--- src/rtl/core/ictf_pkg.sv ---
package ictf_pkg;

  // Configuration register indexes.
  localparam logic [1:0] REG_GYRO_SENS  = 2'd0;
  localparam logic [1:0] REG_STEP_MS    = 2'd1;
  localparam logic [1:0] REG_GYRO_WEIGHT = 2'd2;

  // Register reset values.
  localparam logic [15:0] SENS_RESET   = 16'd131;
  localparam logic [15:0] STEP_RESET   = 16'd100;
  localparam logic [16:0] WEIGHT_RESET = 17'd62915;
  localparam logic [16:0] WEIGHT_ONE   = 17'd65536;

  // CORDIC datapath width and iteration count.
  localparam int unsigned CW = 44;
  localparam int unsigned CORDIC_ITERS = 23;
  localparam logic signed [31:0] DEG90 = 32'sd5898240;

  // Angle of atan(2^-i) in degrees times 65536, rounded to nearest.
  function automatic logic [21:0] atan_lut(input logic [4:0] idx);
    logic [21:0] v;
    unique case (idx)
      5'd0:  v = 22'd2949120;
      5'd1:  v = 22'd1740967;
      5'd2:  v = 22'd919879;
      5'd3:  v = 22'd466945;
      5'd4:  v = 22'd234379;
      5'd5:  v = 22'd117304;
      5'd6:  v = 22'd58666;
      5'd7:  v = 22'd29335;
      5'd8:  v = 22'd14668;
      5'd9:  v = 22'd7334;
      5'd10: v = 22'd3667;
      5'd11: v = 22'd1833;
      5'd12: v = 22'd917;
      5'd13: v = 22'd458;
      5'd14: v = 22'd229;
      5'd15: v = 22'd115;
      5'd16: v = 22'd57;
      5'd17: v = 22'd29;
      5'd18: v = 22'd14;
      5'd19: v = 22'd7;
      5'd20: v = 22'd4;
      5'd21: v = 22'd2;
      5'd22: v = 22'd1;
      default: v = 22'd0;
    endcase
    return v;
  endfunction

  // Clamp a wide signed value to the 32-bit signed range.
  function automatic logic signed [31:0] sat32(input logic signed [51:0] v);
    logic signed [31:0] r;
    if (v > 52'sd2147483647) begin
      r = 32'sh7fffffff;
    end else if (v < -52'sd2147483648) begin
      r = 32'sh80000000;
    end else begin
      r = v[31:0];
    end
    return r;
  endfunction

endpackage

--- src/rtl/core/imu_complementary_tilt_filter.sv ---
// Complementary tilt filter. Each input transfer carries one accelerometer and one gyro
// triple; each produces one output transfer with filtered roll and pitch and integrated
// yaw, all in degrees times 65536. The block handles one sample at a time; the longest
// part of its work is the 48-step restoring divider that scales each of the three gyro
// rates; two 23-step CORDIC passes and a 24-step square root make up most of the rest.
// The input is ready only while the block is idle, and a finished result waits in the
// output register while the next sample is processed.
module imu_complementary_tilt_filter
  import ictf_pkg::*;
(
  input  logic        clk_i,
  input  logic        rst_ni,
  input  logic        s_axis_tvalid_i,
  output logic        s_axis_tready_o,
  // accel_x_raw, accel_y_raw, accel_z_raw, rate_x_raw, rate_y_raw, rate_z_raw
  input  logic [95:0] s_axis_tdata_i,
  output logic        m_axis_tvalid_o,
  input  logic        m_axis_tready_i,
  // roll_out, pitch_out, yaw_out
  output logic [95:0] m_axis_tdata_o,
  input  logic        cfg_we_i,
  input  logic [1:0]  cfg_idx_i,
  input  logic [16:0] cfg_data_i
);

  typedef enum logic [3:0] {
    S_IDLE, S_ROLL_INIT, S_CORDIC, S_SQ1, S_SQ2, S_SQRT, S_PITCH_INIT,
    S_GMUL, S_DIV, S_GSUM, S_BL1, S_BL2, S_DONE
  } state_e;

  state_e state_q;
  logic [5:0] cnt_q;
  logic pass_q;
  logic [1:0] axis_q;

  logic [15:0] sens_q, step_q;
  logic [16:0] weight_q;

  logic signed [15:0] smp_q [6];
  logic signed [31:0] angle_q [3];
  logic signed [31:0] acc_roll_q, acc_pitch_q, g_q;

  logic signed [CW-1:0] cx_q, cy_q;
  logic signed [31:0] ang_q;
  logic zero_q;

  logic [47:0] s_q, r_q;
  logic signed [51:0] acc_q;

  logic [25:0] den_q;
  logic [26:0] rem_q;
  logic [47:0] dq_q;
  logic neg_q;

  logic [95:0] out_q;
  logic out_vld_q;

  // Effective register values after the special-case rules.
  logic [15:0] sens_eff;
  logic [16:0] w_eff, w_cmp;
  assign sens_eff = (sens_q == 16'd0) ? 16'd1 : sens_q;
  assign w_eff = (weight_q > WEIGHT_ONE) ? WEIGHT_ONE : weight_q;
  assign w_cmp = WEIGHT_ONE - w_eff;

  // Shared multiplier.
  logic signed [17:0] mul_a;
  logic signed [32:0] mul_b;
  logic signed [50:0] mul_p;
  always_comb begin
    mul_a = '0;
    mul_b = '0;
    unique case (state_q)
      S_SQ1: begin
        mul_a = 18'(smp_q[1]);
        mul_b = 33'(smp_q[1]);
      end
      S_SQ2: begin
        mul_a = 18'(smp_q[2]);
        mul_b = 33'(smp_q[2]);
      end
      S_GMUL: begin
        mul_a = $signed({2'b00, step_q});
        mul_b = 33'(smp_q[3'd3 + 3'(axis_q)]);
      end
      S_BL1: begin
        mul_a = $signed({1'b0, w_eff});
        mul_b = 33'(g_q);
      end
      S_BL2: begin
        mul_a = $signed({1'b0, w_cmp});
        mul_b = 33'((axis_q == 2'd0) ? acc_roll_q : acc_pitch_q);
      end
      default: begin
        mul_a = '0;
        mul_b = '0;
      end
    endcase
    mul_p = 51'(mul_a) * 51'(mul_b);
  end

  // CORDIC operands for the roll and pitch passes.
  logic signed [CW-1:0] cin_y, cin_x;
  always_comb begin
    if (state_q == S_ROLL_INIT) begin
      cin_y = {{4{smp_q[1][15]}}, smp_q[1], 24'd0};
      cin_x = {{4{smp_q[2][15]}}, smp_q[2], 24'd0};
    end else begin
      cin_y = -{{4{smp_q[0][15]}}, smp_q[0], 24'd0};
      cin_x = {4'd0, r_q[23:0], 16'd0};
    end
  end

  // CORDIC micro-rotation terms.
  logic signed [CW-1:0] dx, dy;
  logic signed [31:0] tab;
  assign dx = cy_q >>> cnt_q[4:0];
  assign dy = cx_q >>> cnt_q[4:0];
  assign tab = 32'($signed({1'b0, atan_lut(cnt_q[4:0])}));

  // Square root step terms.
  logic [47:0] sq_bit, sq_trial;
  assign sq_bit = 48'd1 << {cnt_q[4:0], 1'b0};
  assign sq_trial = r_q + sq_bit;

  // Divider step.
  logic [26:0] div_trial;
  assign div_trial = {rem_q[25:0], dq_q[47]};

  // Gyro increment added to the kept angle.
  logic signed [51:0] gyro_sum;
  assign gyro_sum = 52'(angle_q[axis_q]) +
                    (neg_q ? -$signed({4'd0, dq_q}) : $signed({4'd0, dq_q}));

  logic signed [51:0] blend_sum;
  assign blend_sum = acc_q + 52'(mul_p) + 52'sd32768;

  logic [31:0] prod_mag;
  assign prod_mag = mul_p[50] ? 32'(-mul_p) : mul_p[31:0];

  assign s_axis_tready_o = (state_q == S_IDLE);
  assign m_axis_tvalid_o = out_vld_q;
  assign m_axis_tdata_o = out_q;

  // Configuration writes.
  always_ff @(posedge clk_i or negedge rst_ni) begin
    if (!rst_ni) begin
      sens_q <= SENS_RESET;
      step_q <= STEP_RESET;
      weight_q <= WEIGHT_RESET;
    end else if (cfg_we_i) begin
      unique case (cfg_idx_i)
        REG_GYRO_SENS:   sens_q <= cfg_data_i[15:0];
        REG_STEP_MS:     step_q <= cfg_data_i[15:0];
        REG_GYRO_WEIGHT: weight_q <= cfg_data_i;
        default: ;
      endcase
    end
  end

  // Sequencer and datapath registers.
  always_ff @(posedge clk_i or negedge rst_ni) begin
    if (!rst_ni) begin
      state_q <= S_IDLE;
      cnt_q <= '0;
      pass_q <= 1'b0;
      axis_q <= '0;
      out_vld_q <= 1'b0;
      angle_q[0] <= '0;
      angle_q[1] <= '0;
      angle_q[2] <= '0;
    end else begin
      // The output register empties unless a new result is loaded in the same cycle.
      if (out_vld_q && m_axis_tready_i && (state_q != S_DONE)) begin
        out_vld_q <= 1'b0;
      end
      unique case (state_q)
        S_IDLE: begin
          if (s_axis_tvalid_i) begin
            for (int k = 0; k < 6; k++) begin
              smp_q[k] <= s_axis_tdata_i[16*k +: 16];
            end
            state_q <= S_ROLL_INIT;
          end
        end
        S_ROLL_INIT, S_PITCH_INIT: begin
          pass_q <= (state_q == S_PITCH_INIT);
          zero_q <= (cin_x == '0) && (cin_y == '0);
          cnt_q <= '0;
          if (cin_x[CW-1] && !cin_y[CW-1]) begin
            cx_q <= cin_y;
            cy_q <= -cin_x;
            ang_q <= DEG90;
          end else if (cin_x[CW-1]) begin
            cx_q <= -cin_y;
            cy_q <= cin_x;
            ang_q <= -DEG90;
          end else begin
            cx_q <= cin_x;
            cy_q <= cin_y;
            ang_q <= '0;
          end
          state_q <= S_CORDIC;
        end
        S_CORDIC: begin
          if (cy_q > 0) begin
            cx_q <= cx_q + dx;
            cy_q <= cy_q - dy;
            ang_q <= ang_q + tab;
          end else begin
            cx_q <= cx_q - dx;
            cy_q <= cy_q + dy;
            ang_q <= ang_q - tab;
          end
          cnt_q <= cnt_q + 6'd1;
          if (cnt_q == 6'(CORDIC_ITERS - 1)) begin
            if (!pass_q) begin
              acc_roll_q <= zero_q ? '0 : ((cy_q > 0) ? ang_q + tab : ang_q - tab);
              state_q <= S_SQ1;
            end else begin
              acc_pitch_q <= zero_q ? '0 : ((cy_q > 0) ? ang_q + tab : ang_q - tab);
              axis_q <= '0;
              state_q <= S_GMUL;
            end
          end
        end
        S_SQ1: begin
          acc_q <= 52'(mul_p);
          state_q <= S_SQ2;
        end
        S_SQ2: begin
          s_q <= {acc_q[31:0] + mul_p[31:0], 16'd0};
          r_q <= '0;
          cnt_q <= 6'd23;
          state_q <= S_SQRT;
        end
        S_SQRT: begin
          if (s_q >= sq_trial) begin
            s_q <= s_q - sq_trial;
            r_q <= (r_q >> 1) + sq_bit;
          end else begin
            r_q <= r_q >> 1;
          end
          cnt_q <= cnt_q - 6'd1;
          if (cnt_q == 6'd0) begin
            state_q <= S_PITCH_INIT;
          end
        end
        S_GMUL: begin
          den_q <= 26'(sens_eff * 26'd1000);
          neg_q <= mul_p[50];
          dq_q <= {prod_mag, 16'd0} + 48'(26'(sens_eff * 26'd1000) >> 1);
          rem_q <= '0;
          cnt_q <= '0;
          state_q <= S_DIV;
        end
        S_DIV: begin
          if (div_trial >= {1'b0, den_q}) begin
            rem_q <= div_trial - {1'b0, den_q};
            dq_q <= {dq_q[46:0], 1'b1};
          end else begin
            rem_q <= div_trial;
            dq_q <= {dq_q[46:0], 1'b0};
          end
          cnt_q <= cnt_q + 6'd1;
          if (cnt_q == 6'd47) begin
            state_q <= S_GSUM;
          end
        end
        S_GSUM: begin
          if (axis_q == 2'd2) begin
            angle_q[2] <= sat32(gyro_sum);
            state_q <= S_DONE;
          end else begin
            g_q <= sat32(gyro_sum);
            state_q <= S_BL1;
          end
        end
        S_BL1: begin
          acc_q <= 52'(mul_p);
          state_q <= S_BL2;
        end
        S_BL2: begin
          angle_q[axis_q] <= sat32(blend_sum >>> 16);
          axis_q <= axis_q + 2'd1;
          state_q <= S_GMUL;
        end
        S_DONE: begin
          if (!out_vld_q || m_axis_tready_i) begin
            out_q <= {angle_q[2], angle_q[1], angle_q[0]};
            out_vld_q <= 1'b1;
            state_q <= S_IDLE;
          end
        end
        default: state_q <= S_IDLE;
      endcase
    end
  end

`ifndef ASSERT_OFF
  a_accept_starts: assert property (@(posedge clk_i) disable iff (!rst_ni)
    s_axis_tvalid_i && s_axis_tready_o |=> state_q == S_ROLL_INIT)
    else $error("accepted sample did not start processing");
  a_result_from_done: assert property (@(posedge clk_i) disable iff (!rst_ni)
    $rose(m_axis_tvalid_o) |-> $past(state_q) == S_DONE)
    else $error("result appeared outside the final step");
  a_den_nonzero: assert property (@(posedge clk_i) disable iff (!rst_ni)
    state_q == S_DIV |-> den_q != '0)
    else $error("divider running with a zero divisor");
  a_axis_range: assert property (@(posedge clk_i) disable iff (!rst_ni)
    state_q == S_BL1 || state_q == S_BL2 |-> axis_q != 2'd2)
    else $error("blend started for the yaw axis");
`endif

endmodule

--- config.mk ---
export PLATFORM = sky130hd
export DESIGN_NAME = imu_complementary_tilt_filter
export DESIGN_NICKNAME = d
export VERILOG_FILES = /design/src/rtl/core/ictf_pkg.sv /design/src/rtl/core/imu_complementary_tilt_filter.sv
export SDC_FILE = /design/constraint.sdc
export NUM_CORES = 2
export LEC_CHECK = 0
export ABC_AREA = 1
export BUFFER_PORTS_ARGS = -buffer_cell sky130_fd_sc_hd__buf_4
export CAP_MARGIN = 20
export CORE_MARGIN = 2
export CORE_UTILIZATION = 55
export CTS_CLUSTER_SIZE = 40
export DETAILED_ROUTE_END_ITERATION = 16
export GPL_TIMING_DRIVEN = 0
export PLACE_DENSITY = 0.7
export SLEW_MARGIN = 30
export SYNTH_ARGS = -nofsm -noshare
export SYNTH_HDL_FRONTEND = slang
export SYNTH_SLANG_ARGS = --single-unit
--- constraint.sdc ---
create_clock -name clk_i -period 16.8 [get_ports clk_i]
set_input_delay 5.04 -clock clk_i [delete_from_list [all_inputs] [get_ports clk_i]]
set_output_delay 5.04 -clock clk_i [all_outputs]
set_load 0.02 [all_outputs]
==> flow_summary_export.csv <==
group,metric,value,unit
route,drcViolationCount,0,
floorplan,dieArea,172000,sq um
job,max_cap_viol_count,0,
global_routing,grt_first_pass_wirelength,585000,um
global_routing,grt_usage,0.458,
clock_network,cts_max_path_buffers,3,
sta,setup_viol,0,
clock_network,cts-root-buf,"clkbuf_16",
worst_setup_path,endpoint_kind,"flop",
synthesis,syn-mean-instance-area,7.30,sq um
floorplan,die-width,415,um
floorplan,io_pins,218,
sta,fin_crit_sh,0.965,
finish,drive_above_1_share,0.0591,
sta,worstMarginPinSlew,1.21,ns
synthesis,yosysUniqueCellTypes,76,
synthesis,synthesis.area,93000,sq um
clock_network,cts_hold_buffers,0,
floorplan,num_rows,150,
placement,numPortBuffers,217,
sta,period_minus_slack,16.21,ns
clock_network,cts_resized,0,
route,dr.first_iter.drc_count,12800,
clock_network,cts_setup_buffers,0,
worst_setup_path,cpMaxStageDelayCell,"xor2_1",
outcome,status,"finished, final reports clean",
clock_network,cts_tree,"built",
sta,clock_skew,0.0718,ns
synthesis,synthCells,12700,
worst_setup_path,start_kind,"flop",
worst_hold_path,hold_class,"reg2reg",
global_routing,grt_pass1_vias,91500,
finish,fin_nets,14500,
route,viasPerCell,6.13,
route,vias,94700,
worst_setup_path,cp.required,17.45,ns
route,firstDrtPassIters,12,
synthesis,synth_edf_count,654,
clock_network,cts_sinks,813,
sta,hold_viol_final,0,
sta,max-slew-margin-rel,0.191,
global_routing,antenna_found_initial,44,
sta,maxSlewViolCount,0,
worst_setup_path,worstPathMaxFanout,20,
global_routing,grt_start_max_net_pins,81,
sta,setup_slack,0.594,ns
global_routing,grt_overflow_total,0,
clock_network,cts_buffers,93,
placement,pre_cts_ws,0.331,ns
clock_network,h-tree-depth,3,
route,ant_nets,0,
floorplan,initial_core_util,0.555,
placement,dp_hpwl,337000,um
finish,syn_to_final_growth,9.68,%
worst_setup_path,crit_arrival,16.85,ns
synthesis,synth_flop_cell,"edfxtp_1",
worst_setup_path,max_stage_delay,0.93,ns
clock_network,insertion_delay,0.81,ns
placement,gp_congestion,1.10,
sta,fmax,61.7,MHz
route,wire_per_inst,26.0,um
synthesis,synthArstFlopShare,0.196,
floorplan,dieHeight,415,um
route,drt_wl_total,402000,um
synthesis,yosysSeqAreaShare,0.254,
synthesis,yosys_warnings,0,
worst_setup_path,critPathKind,"reg2reg",
sta,rsz0062_at_grt,"false",
synthesis,ys_ff_latch,813,
clock_network,clk_pin_slew,0.07,ns
floorplan,core,168000,sq um
[through the flow]
stage	utilization	std cells	TNS (ns)	hold WS [ns]	cell area, sq um
5_1_grt	0.608	15400	0	0.476	102000
2_1_floorplan	-	12800	0	0.425	93000
3_5_place_dp	0.588	15300	0	0.456	98600
3_3_place_gp	0.581	15200	-753.42	0.451	97400
4_1_cts	0.608	15400	0	0.458	102000
6_report	0.608	15500	0	0.465	102000
[sequential cells by signal, indices dropped and copies added (netlist names), 6 cells and up]
name / cells
acc_pitch_q: 32
acc_q: 51
acc_roll_q: 32
ang_q: 32
angle_q: 96
cnt_q: 6
cx_q: 44
cy_q: 44
den_q: 23
dq_q: 48
g_q: 32
m_axis_tdata_o: 96
r_q: 48
rem_q: 26
s_q: 48
sens_q: 16
smp_q: 96
step_q: 16
weight_q: 17
[worst paths after layout]
check / start / end / slack (ns) / cells after the start
setup / recovery: axis_q[0]$_DFFE_PN0P_ / angle_q[9]$_DFFE_PN0P_ / 0.59 / 54
hold / removal: angle_q[41]$_DFFE_PN0P_ / m_axis_tdata_o[41]$_DFFE_PP_ / 0.47 / 0
setup reg to reg: axis_q[0]$_DFFE_PN0P_ / angle_q[9]$_DFFE_PN0P_ / 0.59 / 54
hold reg to reg: angle_q[41]$_DFFE_PN0P_ / m_axis_tdata_o[41]$_DFFE_PP_ / 0.47 / 0
max in group asynchronous: rst_ni / weight_q[7]$_DFFE_PN1P_ / 11.52 / 3
min in group asynchronous: rst_ni / m_axis_tvalid_o$_DFF_PN0_ / 4.07 / 1
[cells by family after synthesis]
kind of cell	Yosys count	synth area share
and+or+nand+nor	5228	0.230
buffers and inverters	2523	0.104
AOI/OAI and AO/OA	2400	0.141
adders and majority gates	1252	0.221
DFF	813	0.254
xor gates and xnor gates	481	0.0454
muxes	39	0.00420
other	2	0.0000808
[worst max-delay path, delay by kind of cell (launching register included)]
kind,cells,cell delay [ns]
and+or+nand+nor,17,3.08
xor gates and xnor gates,2,1.45
DFF,1,0.49
adders and majority gates,10,4.81
AOI/OAI and AO/OA,9,1.98
buffers and inverters,16,4.18
[layout make-up]
class / instances / area [sq um]
Fill cell: 15100 / 65600
Multi-Input combinational cell: 9417 / 60100
Sequential cell: 813 / 23600
Inverter: 2159 / 8110
Tap cell: 2204 / 2760
Clock buffer: 111 / 2460
Timing Repair Buffer: 297 / 2450
Buffer: 362 / 1570
Clock inverter: 65 / 821
Antenna cell: 29 / 72.6
[synthesized netlist by cell type, types with 85 or more instances]
| cell type | number | area, sq um |
|---|---|---|
| ha_1 | 604 | 7560 |
| o21ai_1 | 152 | 761 |
| o21ai_0 | 853 | 4270 |
| a21oi_1 | 933 | 4670 |
| dfrtp_1 | 143 | 3580 |
| nand3_1 | 460 | 2300 |
| a31oi_1 | 85 | 532 |
| xor2_1 | 329 | 2880 |
| fa_1 | 648 | 13000 |
| xnor2_1 | 151 | 1320 |
| nor3_1 | 130 | 651 |
| nand4_1 | 137 | 857 |
| nor2_1 | 1191 | 4470 |
| nand2_1 | 3101 | 11600 |
| inv_1 | 2111 | 7920 |
| clkbuf_1 | 248 | 931 |
| edfxtp_1 | 654 | 19600 |
[layout by cell type (no fill, tap or decap), types with 68 or more instances in the layout]
cell,count
o21ai_0,850
clkbuf_1,248
buf_4,272
nand2_1,3101
xnor2_1,143
nor2_1,1185
inv_1,2110
nor3_1,126
edfxtp_1,654
dfrtp_1,143
buf_2,68
ha_1,604
xor2_1,320
o21ai_1,154
clkbuf_16,94
a21oi_1,930
a31oi_1,84
nand3_1,460
nand4_1,137
fa_1,648
[routing by layer]
layer	vias up	track usage	wire, um
met4	24	0.312	33600
met3	1559	0.143	52700
met5	-	0	230
met2	6512	0.680	168000
li1	42000	-	-
met1	44600	0.570	147000
Power is left out: the tool's default activity adds up to more than one toggle a clock period on the data nets, which glitch-free logic cannot reach.
